File: src/hw/rtl/gapr_pkg.sv
// ----------------------------------------------------------------------------
// gapr_pkg
// Shared types and constants for the GNSS acknowledge packet receiver.
// ----------------------------------------------------------------------------
package gapr_pkg;

  // Field widths
  localparam int unsigned CMD_W     = 2;
  localparam int unsigned BYTE_W    = 8;
  localparam int unsigned OUTCOME_W = 2;
  localparam int unsigned REG_IDX_W = 2;
  localparam int unsigned REG_DAT_W = 16;
  localparam int unsigned POS_W     = 4;
  localparam int unsigned ELAPSED_W = 17;

  // Command codes
  localparam logic [CMD_W-1:0] CMD_ARM  = 2'd0;
  localparam logic [CMD_W-1:0] CMD_BYTE = 2'd1;
  localparam logic [CMD_W-1:0] CMD_TICK = 2'd2;

  // Outcome codes
  localparam logic [OUTCOME_W-1:0] OUT_ACK     = 2'd0;
  localparam logic [OUTCOME_W-1:0] OUT_REJECT  = 2'd1;
  localparam logic [OUTCOME_W-1:0] OUT_TIMEOUT = 2'd2;

  // Register indexes
  localparam logic [REG_IDX_W-1:0] REG_CLASS   = 2'd0;
  localparam logic [REG_IDX_W-1:0] REG_ID      = 2'd1;
  localparam logic [REG_IDX_W-1:0] REG_TIMEOUT = 2'd2;

  // Register reset values
  localparam logic [BYTE_W-1:0]    RST_CLASS   = 8'h06;
  localparam logic [BYTE_W-1:0]    RST_ID      = 8'h00;
  localparam logic [REG_DAT_W-1:0] RST_TIMEOUT = 16'd1500;

  // Packet layout
  localparam logic [BYTE_W-1:0] HDR_SYNC1 = 8'hB5;
  localparam logic [BYTE_W-1:0] HDR_SYNC2 = 8'h62;
  localparam logic [BYTE_W-1:0] HDR_CLASS = 8'h05;
  localparam logic [BYTE_W-1:0] NAK_ID    = 8'h00;

  localparam logic [POS_W-1:0] POS_MSG_ID   = 4'd3;
  localparam logic [POS_W-1:0] POS_SUM_LO   = 4'd2;
  localparam logic [POS_W-1:0] POS_ACK_CLS  = 4'd6;
  localparam logic [POS_W-1:0] POS_ACK_ID   = 4'd7;
  localparam logic [POS_W-1:0] POS_CK_A     = 4'd8;
  localparam logic [POS_W-1:0] POS_CK_B     = 4'd9;

  localparam logic [ELAPSED_W-1:0] ELAPSED_MAX = '1;

  // Live configuration seen by the parser
  typedef struct packed {
    logic [BYTE_W-1:0]    exp_class;
    logic [BYTE_W-1:0]    exp_id;
    logic [REG_DAT_W-1:0] timeout_ms;
  } gapr_cfg_t;

  // One step handed to the parser
  typedef struct packed {
    logic              go;
    logic [CMD_W-1:0]  command;
    logic [BYTE_W-1:0] rx_byte;
  } gapr_step_t;

  // Parser result
  typedef struct packed {
    logic                 vld;
    logic [OUTCOME_W-1:0] outcome;
  } gapr_res_t;

  // Header byte expected at positions 0 to 2
  function automatic logic [BYTE_W-1:0] hdr_byte(input logic [1:0] idx);
    logic [BYTE_W-1:0] val;
    unique case (idx)
      2'd0:    val = HDR_SYNC1;
      2'd1:    val = HDR_SYNC2;
      default: val = HDR_CLASS;
    endcase
    return val;
  endfunction

endpackage

File: src/hw/rtl/gapr_if.sv
// ----------------------------------------------------------------------------
// gapr channel interfaces
// Valid/ready channels for commands, outcomes and register writes.
// ----------------------------------------------------------------------------

// Command channel
interface gapr_in_if;
  import gapr_pkg::*;
  logic              valid;
  logic              ready;
  logic [CMD_W-1:0]  command;
  logic [BYTE_W-1:0] rx_byte;

  modport source (output valid, output command, output rx_byte, input ready);
  modport sink   (input valid, input command, input rx_byte, output ready);
endinterface

// Outcome channel
interface gapr_out_if;
  import gapr_pkg::*;
  logic                 valid;
  logic                 ready;
  logic [OUTCOME_W-1:0] outcome;

  modport source (output valid, output outcome, input ready);
  modport sink   (input valid, input outcome, output ready);
endinterface

// Register write channel
interface gapr_cfg_if;
  import gapr_pkg::*;
  logic                 valid;
  logic                 ready;
  logic [REG_IDX_W-1:0] reg_index;
  logic [REG_DAT_W-1:0] wdata;

  modport source (output valid, output reg_index, output wdata, input ready);
  modport sink   (input valid, input reg_index, input wdata, output ready);
endinterface

File: src/hw/rtl/gnss_ack_packet_receiver.sv
// ----------------------------------------------------------------------------
// gnss_ack_packet_receiver
// Waits for a 10-byte acknowledge packet after an arm command and reports
// acknowledged, rejected or timed out.
// ----------------------------------------------------------------------------
// One command (arm, received byte or millisecond tick) is taken per cycle.
// A command is captured in an input register at its transfer and processed
// from there once the output register is free or draining; any outcome is
// loaded into the output register at the end of that processing cycle.
// Commands follow back to back while the outcome channel keeps up;
// an outcome that is not taken holds the command waiting in the input
// register, which in turn stalls the command channel. Register writes are
// taken at any time and apply to every command processed after them, so they
// should be made while no command is waiting.
// ----------------------------------------------------------------------------
module gnss_ack_packet_receiver
  import gapr_pkg::*;
(
  input  logic       clk,
  input  logic       rst_n,
  gapr_in_if.sink    in_ch,
  gapr_out_if.source out_ch,
  gapr_cfg_if.sink   cfg_ch
);

  // Configuration registers
  logic [BYTE_W-1:0]    exp_class_r;
  logic [BYTE_W-1:0]    exp_id_r;
  logic [REG_DAT_W-1:0] timeout_r;
  gapr_cfg_t            cfg;

  // Input register
  logic              in_vld_r, in_vld_nxt;
  logic [CMD_W-1:0]  in_cmd_r;
  logic [BYTE_W-1:0] in_byte_r;

  // Output register
  logic                 out_vld_r, out_vld_nxt;
  logic [OUTCOME_W-1:0] out_code_r;

  logic       proc_go;
  logic       in_rdy;
  gapr_step_t step;
  gapr_res_t  res;

  assign cfg_ch.ready = 1'b1;
  assign cfg.exp_class  = exp_class_r;
  assign cfg.exp_id     = exp_id_r;
  assign cfg.timeout_ms = timeout_r;

  // Register writes
  always_ff @(posedge clk) begin
    if (!rst_n) begin
      exp_class_r <= RST_CLASS;
      exp_id_r    <= RST_ID;
      timeout_r   <= RST_TIMEOUT;
    end else if (cfg_ch.valid) begin
      unique case (cfg_ch.reg_index)
        REG_CLASS:   exp_class_r <= cfg_ch.wdata[BYTE_W-1:0];
        REG_ID:      exp_id_r    <= cfg_ch.wdata[BYTE_W-1:0];
        REG_TIMEOUT: timeout_r   <= cfg_ch.wdata;
        default: ;
      endcase
    end
  end

  // Handshake: process when the output register is free or draining
  assign proc_go      = in_vld_r && (!out_vld_r || out_ch.ready);
  assign in_rdy       = !in_vld_r || proc_go;
  assign in_ch.ready  = in_rdy;
  assign in_vld_nxt   = in_rdy ? in_ch.valid : in_vld_r;

  always_comb begin
    out_vld_nxt = out_vld_r;
    if (proc_go) begin
      out_vld_nxt = res.vld;
    end else if (out_ch.ready) begin
      out_vld_nxt = 1'b0;
    end
  end

  // Input register
  always_ff @(posedge clk) begin
    if (!rst_n) begin
      in_vld_r <= 1'b0;
    end else begin
      in_vld_r <= in_vld_nxt;
    end
  end

  always_ff @(posedge clk) begin
    if (in_rdy && in_ch.valid) begin
      in_cmd_r  <= in_ch.command;
      in_byte_r <= in_ch.rx_byte;
    end
  end

  // Parser core
  assign step.go      = proc_go;
  assign step.command = in_cmd_r;
  assign step.rx_byte = in_byte_r;

  gapr_parser u_parser (
    .clk   (clk),
    .rst_n (rst_n),
    .step  (step),
    .cfg   (cfg),
    .res   (res)
  );

  // Output register
  always_ff @(posedge clk) begin
    if (!rst_n) begin
      out_vld_r <= 1'b0;
    end else begin
      out_vld_r <= out_vld_nxt;
    end
  end

  always_ff @(posedge clk) begin
    if (proc_go && res.vld) begin
      out_code_r <= res.outcome;
    end
  end

  assign out_ch.valid   = out_vld_r;
  assign out_ch.outcome = out_code_r;

endmodule

File: src/hw/rtl/gapr_parser.sv
// ----------------------------------------------------------------------------
// gapr_parser
// Packet tracking state and the single-step update for one command.
// ----------------------------------------------------------------------------
module gapr_parser
  import gapr_pkg::*;
(
  input  logic       clk,
  input  logic       rst_n,
  input  gapr_step_t step,
  input  gapr_cfg_t  cfg,
  output gapr_res_t  res
);

  logic                 waiting_r, waiting_nxt;
  logic [POS_W-1:0]     pos_r, pos_nxt;
  logic [BYTE_W-1:0]    sum_a_r, sum_a_nxt;
  logic [BYTE_W-1:0]    sum_b_r, sum_b_nxt;
  logic                 match_r, match_nxt;
  logic [ELAPSED_W-1:0] elapsed_r, elapsed_nxt;

  logic [BYTE_W-1:0]    sum_a_add;
  logic [BYTE_W-1:0]    sum_b_add;
  logic [ELAPSED_W-1:0] elapsed_inc;
  logic                 hdr_ok;
  logic                 in_sum;
  logic                 match_upd;

  // Candidate values shared by the step logic
  assign sum_a_add   = sum_a_r + step.rx_byte;
  assign sum_b_add   = sum_b_r + sum_a_add;
  assign elapsed_inc = (elapsed_r == ELAPSED_MAX) ? elapsed_r
                                                  : elapsed_r + ELAPSED_W'(1);
  assign hdr_ok      = (pos_r >= POS_MSG_ID) || (step.rx_byte == hdr_byte(pos_r[1:0]));
  assign in_sum      = (pos_r >= POS_SUM_LO) && (pos_r <= POS_ACK_ID);

  // Field and checksum check for the current byte
  always_comb begin
    match_upd = match_r;
    if (pos_r == POS_ACK_CLS && step.rx_byte != cfg.exp_class) match_upd = 1'b0;
    if (pos_r == POS_ACK_ID  && step.rx_byte != cfg.exp_id)    match_upd = 1'b0;
    if (pos_r == POS_CK_A    && step.rx_byte != sum_a_r)       match_upd = 1'b0;
    if (pos_r == POS_CK_B    && step.rx_byte != sum_b_r)       match_upd = 1'b0;
  end

  // Step update
  always_comb begin
    waiting_nxt = waiting_r;
    pos_nxt     = pos_r;
    sum_a_nxt   = sum_a_r;
    sum_b_nxt   = sum_b_r;
    match_nxt   = match_r;
    elapsed_nxt = elapsed_r;
    res.vld     = 1'b0;
    res.outcome = OUT_ACK;
    if (step.go) begin
      unique case (step.command)
        CMD_ARM: begin
          waiting_nxt = 1'b1;
          pos_nxt     = '0;
          sum_a_nxt   = '0;
          sum_b_nxt   = '0;
          match_nxt   = 1'b1;
          elapsed_nxt = '0;
        end
        CMD_TICK: begin
          if (waiting_r) begin
            elapsed_nxt = elapsed_inc;
            if (elapsed_inc > {1'b0, cfg.timeout_ms}) begin
              waiting_nxt = 1'b0;
              pos_nxt     = '0;
              res.vld     = 1'b1;
              res.outcome = OUT_TIMEOUT;
            end
          end
        end
        CMD_BYTE: begin
          if (waiting_r && hdr_ok) begin
            if (pos_r == POS_MSG_ID && step.rx_byte == NAK_ID) begin
              // nak ends the wait
              waiting_nxt = 1'b0;
              pos_nxt     = '0;
              res.vld     = 1'b1;
              res.outcome = OUT_REJECT;
            end else begin
              if (in_sum) begin
                sum_a_nxt = sum_a_add;
                sum_b_nxt = sum_b_add;
              end
              match_nxt = match_upd;
              if (pos_r == POS_CK_B) begin
                waiting_nxt = 1'b0;
                pos_nxt     = '0;
                res.vld     = 1'b1;
                res.outcome = match_upd ? OUT_ACK : OUT_REJECT;
              end else begin
                pos_nxt = pos_r + POS_W'(1);
              end
            end
          end
        end
        default: ;
      endcase
    end
  end

  // State registers
  always_ff @(posedge clk) begin
    if (!rst_n) begin
      waiting_r <= 1'b0;
      pos_r     <= '0;
      sum_a_r   <= '0;
      sum_b_r   <= '0;
      match_r   <= 1'b1;
      elapsed_r <= '0;
    end else begin
      waiting_r <= waiting_nxt;
      pos_r     <= pos_nxt;
      sum_a_r   <= sum_a_nxt;
      sum_b_r   <= sum_b_nxt;
      match_r   <= match_nxt;
      elapsed_r <= elapsed_nxt;
    end
  end

endmodule

File: src/flat_wrapper.sv
// flat-port wrapper written by rule: the top's interface ports become plain ports
module gnss_ack_packet_receiver_flat import gapr_pkg::*;
  (clk, rst_n, in_ch_valid, in_ch_command, in_ch_rx_byte, in_ch_ready, out_ch_valid, out_ch_outcome, out_ch_ready, cfg_ch_valid, cfg_ch_reg_index, cfg_ch_wdata, cfg_ch_ready);
  gapr_in_if in_ch_i ();
  gapr_out_if out_ch_i ();
  gapr_cfg_if cfg_ch_i ();
  input  logic clk;
  input  logic rst_n;
  input wire logic [$bits(in_ch_i.valid)-1:0] in_ch_valid;
  input wire logic [$bits(in_ch_i.command)-1:0] in_ch_command;
  input wire logic [$bits(in_ch_i.rx_byte)-1:0] in_ch_rx_byte;
  output wire logic [$bits(in_ch_i.ready)-1:0] in_ch_ready;
  output wire logic [$bits(out_ch_i.valid)-1:0] out_ch_valid;
  output wire logic [$bits(out_ch_i.outcome)-1:0] out_ch_outcome;
  input wire logic [$bits(out_ch_i.ready)-1:0] out_ch_ready;
  input wire logic [$bits(cfg_ch_i.valid)-1:0] cfg_ch_valid;
  input wire logic [$bits(cfg_ch_i.reg_index)-1:0] cfg_ch_reg_index;
  input wire logic [$bits(cfg_ch_i.wdata)-1:0] cfg_ch_wdata;
  output wire logic [$bits(cfg_ch_i.ready)-1:0] cfg_ch_ready;
  assign in_ch_i.valid = in_ch_valid;
  assign in_ch_i.command = in_ch_command;
  assign in_ch_i.rx_byte = in_ch_rx_byte;
  assign in_ch_ready = in_ch_i.ready;
  assign out_ch_valid = out_ch_i.valid;
  assign out_ch_outcome = out_ch_i.outcome;
  assign out_ch_i.ready = out_ch_ready;
  assign cfg_ch_i.valid = cfg_ch_valid;
  assign cfg_ch_i.reg_index = cfg_ch_reg_index;
  assign cfg_ch_i.wdata = cfg_ch_wdata;
  assign cfg_ch_ready = cfg_ch_i.ready;
  gnss_ack_packet_receiver u_core (.clk(clk), .rst_n(rst_n), .in_ch(in_ch_i), .out_ch(out_ch_i), .cfg_ch(cfg_ch_i));
endmodule
File: config.mk
export PLATFORM = sky130hd
export DESIGN_NAME = gnss_ack_packet_receiver_flat
export DESIGN_NICKNAME = d
export VERILOG_FILES = /design/src/hw/rtl/gapr_pkg.sv /design/src/hw/rtl/gapr_if.sv /design/src/hw/rtl/gnss_ack_packet_receiver.sv /design/src/hw/rtl/gapr_parser.sv /design/src/flat_wrapper.sv
export SDC_FILE = /design/constraint.sdc
export NUM_CORES = 1
export LEC_CHECK = 0
export BUFFER_PORTS_ARGS = -buffer_cell sky130_fd_sc_hd__buf_4
export CAP_MARGIN = 20
export CORE_ASPECT_RATIO = 0.75
export CORE_MARGIN = 10
export CORE_UTILIZATION = 60
export CTS_CLUSTER_SIZE = 28
export DETAILED_ROUTE_END_ITERATION = 10
export PLACE_DENSITY = 0.79
export REMOVE_ABC_BUFFERS = 1
export SLEW_MARGIN = 30
export SYNTH_ARGS = -nofsm -noshare
export SYNTH_HDL_FRONTEND = slang
export SYNTH_SLANG_ARGS = --single-unit
File: constraint.sdc
create_clock -name clk -period 7.9 [get_ports clk]
set_input_delay 1.185 -clock clk [delete_from_list [all_inputs] [get_ports clk]]
set_output_delay 1.185 -clock clk [all_outputs]
set_load 0.01 [all_outputs]
==> After elaboration in Yosys (flattened, before gate mapping) <==
Index checks and enable logic that the tools add are counted.
{ "totals": {"word_cells": 116, "input_bits": 33, "regBits": 85} }
{ "op_classes": {"n_eq_ne": 22, "add_sub_neg": 4, "order_cmp": 4, "mux": 41, "n_reduce_logical": 31} }
{ "op_table": {"columns": ["op", "n"], "rows": [
  ["two-way mux 8 bit", 6],
  ["one-hot mux 8 bit (2 select lines)", 3],
  ["two-way mux 17 bit", 2],
  ["one-hot mux 17 bit (2 select lines)", 1],
  ["inequality test 8 bit", 4],
  ["two-way mux 4 bit", 5],
  ["two-way mux 3 bit", 6],
  ["adder 17 x 1 -> 17 bit, second input constant", 1],
  ["equality test 17 bit, second input constant", 1],
  ["greater-than comparator 17 x 16 -> 1 bit", 1],
  ["adder 8 bit", 2],
  ["two-way mux 1 bit", 14],
  ["one-hot mux 4 bit (3 select lines)", 1],
  ["logical AND 1 bit", 10],
  ["inequality test 2 bit, second input constant", 5],
  ["AND reduction 5 bit", 2],
  ["equality test 4 x 3 -> 1 bit, second input constant", 2],
  ["equality test 4 bit, second input constant", 2],
  ["equality test 8 bit", 1],
  [">= comparator 4 x 2 -> 1 bit, second input constant", 2],
  ["zero test 8 bit", 1],
  ["AND reduction 4 bit", 2],
  ["equality test 2 x 1 -> 1 bit, second input constant", 3],
  ["zero test 2 bit", 3],
  ["other kinds (14)", 22]
]} }

==> Logic depth before layout (Yosys ltp) <==
{ "logic_depth": {"ltp_word": 13, "ltp_mapped": 15, "mapped_depth_nobuf": 14} }

==> Cells and area by module <==
From an unflattened synthesis, not the netlist that was laid out.
{ "hier_totals": {"cells_unflattened": 614, "hier_area_um2": 5383.9} }
{ "modules_own_cells": {"columns": ["module", "cells_each", "n_inst", "area_per_inst_um2", "seq_area_each_um2"], "rows": [
  ["gapr_parser", 457, 1, 3634.7, 780.7],
  ["gnss_ack_packet_receiver", 157, 1, 1749.2, 1041.0]
]} }

==> Worst setup path before layout <==
Ideal clock, no wire load.
{ "synth_timing": {"path_type": "flip-flop to flip-flop", "from": "reg u_core.u_parser.elapsed_r[4]", "to": "reg u_core.out_vld_r, in the netlist u_core.out_ch.valid", "setup_slack_ps": 4790, "required_ps": 7785, "path_stages_with_launch": 16, "arrival_time_ps": 2995, "synth_period_minus_slack_ps": 3110, "cell_sequence": "dfxtp_1 buf_2 and4_1 and4_1 and3_1 buf_2 nand2_1 xnor2_1 ha_1 and3_1 a221o_1 a31oi_1 o21ai_0 a21oi_1 o31ai_1 o21a_1"} }
{ "synth_via": {"elab_chain_len": 8, "word_cells_on_any_way": 9} }
{ "synth_lines": {"columns": ["element", "line_no", "text"], "rows": [
  ["from (decl)", "gapr_parser.sv:20", "logic [ELAPSED_W-1:0] elapsed_r, elapsed_nxt;"],
  ["from (signal assigned)", "gapr_parser.sv:122", "elapsed_r <= elapsed_nxt;"],
  ["adder 17 x 1 -> 17 bit or equality test 17 bit (tied branches)", "gapr_parser.sv:33, gapr_parser.sv:32", null],
  ["two-way mux 17 bit (*)", "gapr_parser.sv:32", "assign elapsed_inc = (elapsed_r == ELAPSED_MAX) ? elapsed_r"],
  ["greater-than comparator 17 x 16 -> 1 bit (*)", "gapr_parser.sv:69", "if (elapsed_inc > {1'b0, cfg.timeout_ms}) begin"],
  ["two-way mux 3 bit (*)", "gapr_parser.sv:69", null],
  ["two-way mux 3 bit (*)", "gapr_parser.sv:67", "if (waiting_r) begin"],
  ["one-hot mux 3 bit (2 select lines) (*)", "gapr_parser.sv:57", "unique case (step.command)"],
  ["two-way mux 3 bit (*)", "gapr_parser.sv:56", "if (step.go) begin"],
  ["two-way mux 1 bit (*)", "gnss_ack_packet_receiver.sv:75", "if (proc_go) begin"],
  ["net u_core.out_vld_nxt", "gnss_ack_packet_receiver.sv:38", "logic out_vld_r, out_vld_nxt;"],
  ["to (signal assigned)", "gnss_ack_packet_receiver.sv:116", "out_vld_r <= out_vld_nxt;"],
  ["to (decl)", "gnss_ack_packet_receiver.sv:38", null]
]} }
Mark *: on every way through the listed nets, which the timed path passes. The rest lies on a longest branch.
A chain may end at the register's enable or synchronous reset.

==> Final worst setup path <==
Same ends and word-level chain as after synthesis.

==> Flow_metrics.wiki <==
{| class="wikitable"
! Metric !! Value
|-
| Fraction of the yosys area taken by sequential cells || 34.4%
|-
| Setup WS pre-CTS || 4.34 ns
|-
| Setup violations, final || 0
|-
| Buffer levels on the longest clock path || 2
|-
| Final Wtd Congestion || 0.881
|-
| CORE AREA || 0.00853 mm^2
|-
| Synthesized netlist cell count || 612
|-
| Leakage power summed over all cells || 0.00236 uW
|-
| Worst hold stages || 2
|-
| Sink Count || 85
|-
| Antenna viol nets, final || 0
|-
| Die height || 101 um
|-
| RSZ-0062 raised after global routing || false
|-
| Number of vias in the routed layout || 4430
|-
| Synthesis Warnings || 0
|-
| Total Nets Final || 691
|-
| Antenna Diode Count || 0
|-
| Maximum number of pins on one net before global-route repair || 79
|-
| Final period utilization || 46.9%
|-
| Most used flip-flop cell after synthesis || sky130_fd_sc_hd__dfxtp_1
|-
| Inserted Clock Buffers || 9
|-
| Maximum frequency from static timing analysis || 0.270 GHz
|-
| Clock transition at the register clock pins on the worst setup and hold paths after CTS || 0.06 ns
|-
| Starting utilization of the core area || 62.1%
|-
| Cell Chain, Critical Path || and4_1 > and4_1 > and3_1 > nand3_1 > xnor2_1 > ha_1 > and3_1 > a221o_1 > a31oi_1 > o21ai_0 > a21oi_1 > o31ai_1 > o21a_1
|-
| Top post-synthesis cells by area || sky130_fd_sc_hd__dfxtp_1, sky130_fd_sc_hd__ha_1, sky130_fd_sc_hd__edfxtp_1
|-
| Endpoints failing hold || 0
|-
| Post-synthesis instance area || 0.00529 mm^2
|-
| Avg Synthesized Cell Area || 8.65 um^2
|-
| Area Growth Syn to Fin || 10.0%
|-
| TritonCTS clock tree || built
|-
| Minimum period implied by the final worst setup slack || 3.71 ns
|-
| Iter 0 DRT Violations || 401
|-
| Setup Crit Path Kind || register to register
|-
| Async set or reset register ratio after synthesis || 0%
|-
| Total power per unit cell area || 171 mW/mm^2
|-
| Detail Placement HPWL || 9.25 mm
|-
| Insertion delay of the later-clocked pin in the worst-skew pair || 0.35 ns
|-
| Max capacitance violation total || 0
|-
| CP required || 8.14 ns
|-
| Average via count per standard cell || 6.04
|-
| Cell type contributing the most total cell area after synthesis || sky130_fd_sc_hd__dfxtp_1
|-
| Routed WL || 12.8 mm
|-
| Number of top-level pins || 38
|-
| Clock H-tree levels || 3
|-
| Maximum fanout along the worst path || 7
|-
| DIE WIDTH || 128 um
|-
| Number of cell instances on the worst register-to-register path || 13
|-
| Fin Clk Skew || 0.00684 ns
|-
| Class of the worst hold path || register to register
|-
| Number of remaining DRC errors || 0
|-
| Number of global-route vias before repair || 4322
|-
| CTS root buffer || sky130_fd_sc_hd__clkbuf_16
|-
| Distinct cells, synth || 60
|-
| Number of synthesized flops with an enable pin || 12
|-
| CP peak stage delay || 0.45 ns
|-
| Worst max-slew margin expressed relative to the limit || 42.8%
|-
| Peak ir drop on the vdd network || 0.000236 V
|-
| Routed len/inst || 17.5 um
|-
| Final Worst Setup Slack || 4.19 ns
|-
| Number of synthesized register bits || 85
|-
| Number of post-CTS setup repair buffers || 0
|-
| Portion of synthesized cell area occupied by the leading cell type || 27.6%
|-
| Result of the run || completed
|-
| GRT overflow || 0
|-
| Global-route wire length before repair || 21.0 mm
|-
| Slew at the pin with the worst max-slew slack || 0.857 ns
|-
| Final core area utilization || 68.3%
|-
| Category of the worst setup path launch point || register
|-
| Leading cell types by count after synthesis || sky130_fd_sc_hd__dfxtp_1, sky130_fd_sc_hd__nand2_1, sky130_fd_sc_hd__ha_1, sky130_fd_sc_hd__nand3_1, sky130_fd_sc_hd__xnor2_1
|-
| Number of port buffers || 36
|-
| CP endpoint kind || register
|-
| Share of cells above drive strength 1 || 9.74%
|-
| Total GRT Usage || 19.6%
|-
| Number of core rows || 29
|-
| Max Transition Viols Final || 0
|-
| Accumulated negative setup slack || 0 ns
|-
| Cts repair resizes || 0
|-
| Standard cell with the maximum stage delay on the critical path || sky130_fd_sc_hd__dfxtp_1
|-
| Pre-antenna DRT Iters || 5
|-
| Die area || 0.0130 mm^2
|-
| Arr. time, crit path || 3.95 ns
|-
| Total of hold buffers inserted after clock tree synthesis || 0
|-
| Number of antenna violations at the first check in global routing || 0
|}
[path summary, 6_finish.rpt]
check	from	slack [ns]	to
worst min register to register	u_core.timeout_r[5]$_SDFFE_PN0P_	0.47	u_core.timeout_r[5]$_SDFFE_PN0P_
worst min-delay path	u_core.timeout_r[5]$_SDFFE_PN0P_	0.47	u_core.timeout_r[5]$_SDFFE_PN0P_
worst max-delay path	u_core.u_parser.elapsed_r[4]$_SDFFE_PN0P_	4.19	u_core.out_ch.valid$_SDFFE_PN0P_
worst max register to register	u_core.u_parser.elapsed_r[4]$_SDFFE_PN0P_	4.19	u_core.out_ch.valid$_SDFFE_PN0P_
[power breakdown]
part | internal (uW) | switching [uW] | total (uW) | leakage (uW)
Clock | 248 | 178 | 426 | 0.000145
Sequential | 451 | 17.1 | 468 | 0.000713
Combinational | 46.0 | 55.8 | 102 | 0.00150
[critical path, delay by kind of cell (launching register included)]
family                     cells  cell delay [ns]
xor gates and xnor gates       1             0.16
and+or+nand+nor                5             1.24
AOI/OAI and AO/OA              6             1.43
DFF                            1             0.45
adders and majority gates      1             0.31
[kinds of logic after synthesis]
group / count (synthesis) / share of synthesized area, %
mux: 22 / 4.18
compound gates: 116 / 15.2
buf+inv: 66 / 5.56
other cells: 1 / 0.0709
flops: 85 / 34.4
simple gates: 231 / 22.6
fa+ha+maj: 37 / 9.03
xor+xnor: 54 / 8.94
[cells in the final DEF (no fill, tap or decap), types with 12 or more instances in the layout]
master / n
sky130_fd_sc_hd__nand2_1: 73
sky130_fd_sc_hd__dfxtp_1: 73
sky130_fd_sc_hd__buf_4: 37
sky130_fd_sc_hd__ha_1: 35
sky130_fd_sc_hd__nand3_1: 32
sky130_fd_sc_hd__xnor2_1: 32
sky130_fd_sc_hd__nor2b_1: 30
sky130_fd_sc_hd__inv_1: 27
sky130_fd_sc_hd__a21oi_1: 25
sky130_fd_sc_hd__nor2_1: 22
sky130_fd_sc_hd__xor2_1: 22
sky130_fd_sc_hd__a21boi_0: 22
sky130_fd_sc_hd__mux2i_1: 21
sky130_fd_sc_hd__nand4_1: 13
sky130_fd_sc_hd__o21ai_0: 13
sky130_fd_sc_hd__nor3_1: 12
sky130_fd_sc_hd__edfxtp_1: 12
[area by class of cell]
| cell class | count | area [um^2] |
|---|---|---|
| Multi-Input combinational cell | 461 | 3190 |
| Fill cell | 675 | 2700 |
| Sequential cell | 85 | 1820 |
| Timing Repair Buffer | 37 | 278 |
| Clock buffer | 10 | 229 |
| Tap cell | 108 | 135 |
| Inverter | 27 | 101 |
| Clock inverter | 6 | 71.3 |
[sequential cells by signal, summed over array words and instances, names as in the netlist]
name	count
u_core.u_parser.match_r	1
u_core.u_parser.sum_a_r	8
u_core.out_ch.valid	1
u_core.u_parser.pos_r	4
u_core.timeout_r	16
u_core.exp_class_r	8
u_core.u_parser.waiting_r	1
u_core.in_cmd_r	2
u_core.u_parser.elapsed_r	17
u_core.in_vld_r	1
u_core.in_byte_r	8
u_core.u_parser.sum_b_r	8
u_core.exp_id_r	8
u_core.out_ch.outcome	2
[metal layers]
metal / routed length [um] / vias up / part of all wire (%) / track usage (%)
li1: - / 2160 / - / -
met1: 6300 / 2095 / 49 / 27.5
met2: 5390 / 161 / 42 / 28.6
met3: 967 / 14 / 7.5 / 5.90
met4: 153 / 0 / 1.2 / 5.53
met5: 0 / - / 0 / 0
[per-stage QoR]
step           std cells  instance area [um^2]  total power [uW]  hold WS [ns]
2_1_floorplan        573                  5100               535         0.435
3_3_place_gp         718                  5510               572         0.445
3_5_place_dp         718                  5510               576         0.464
4_1_cts              734                  5810               999         0.472
5_1_grt              734                  5820              1030         0.497
6_report             734                  5820               996         0.471
(Power assumes the default switching activity.)
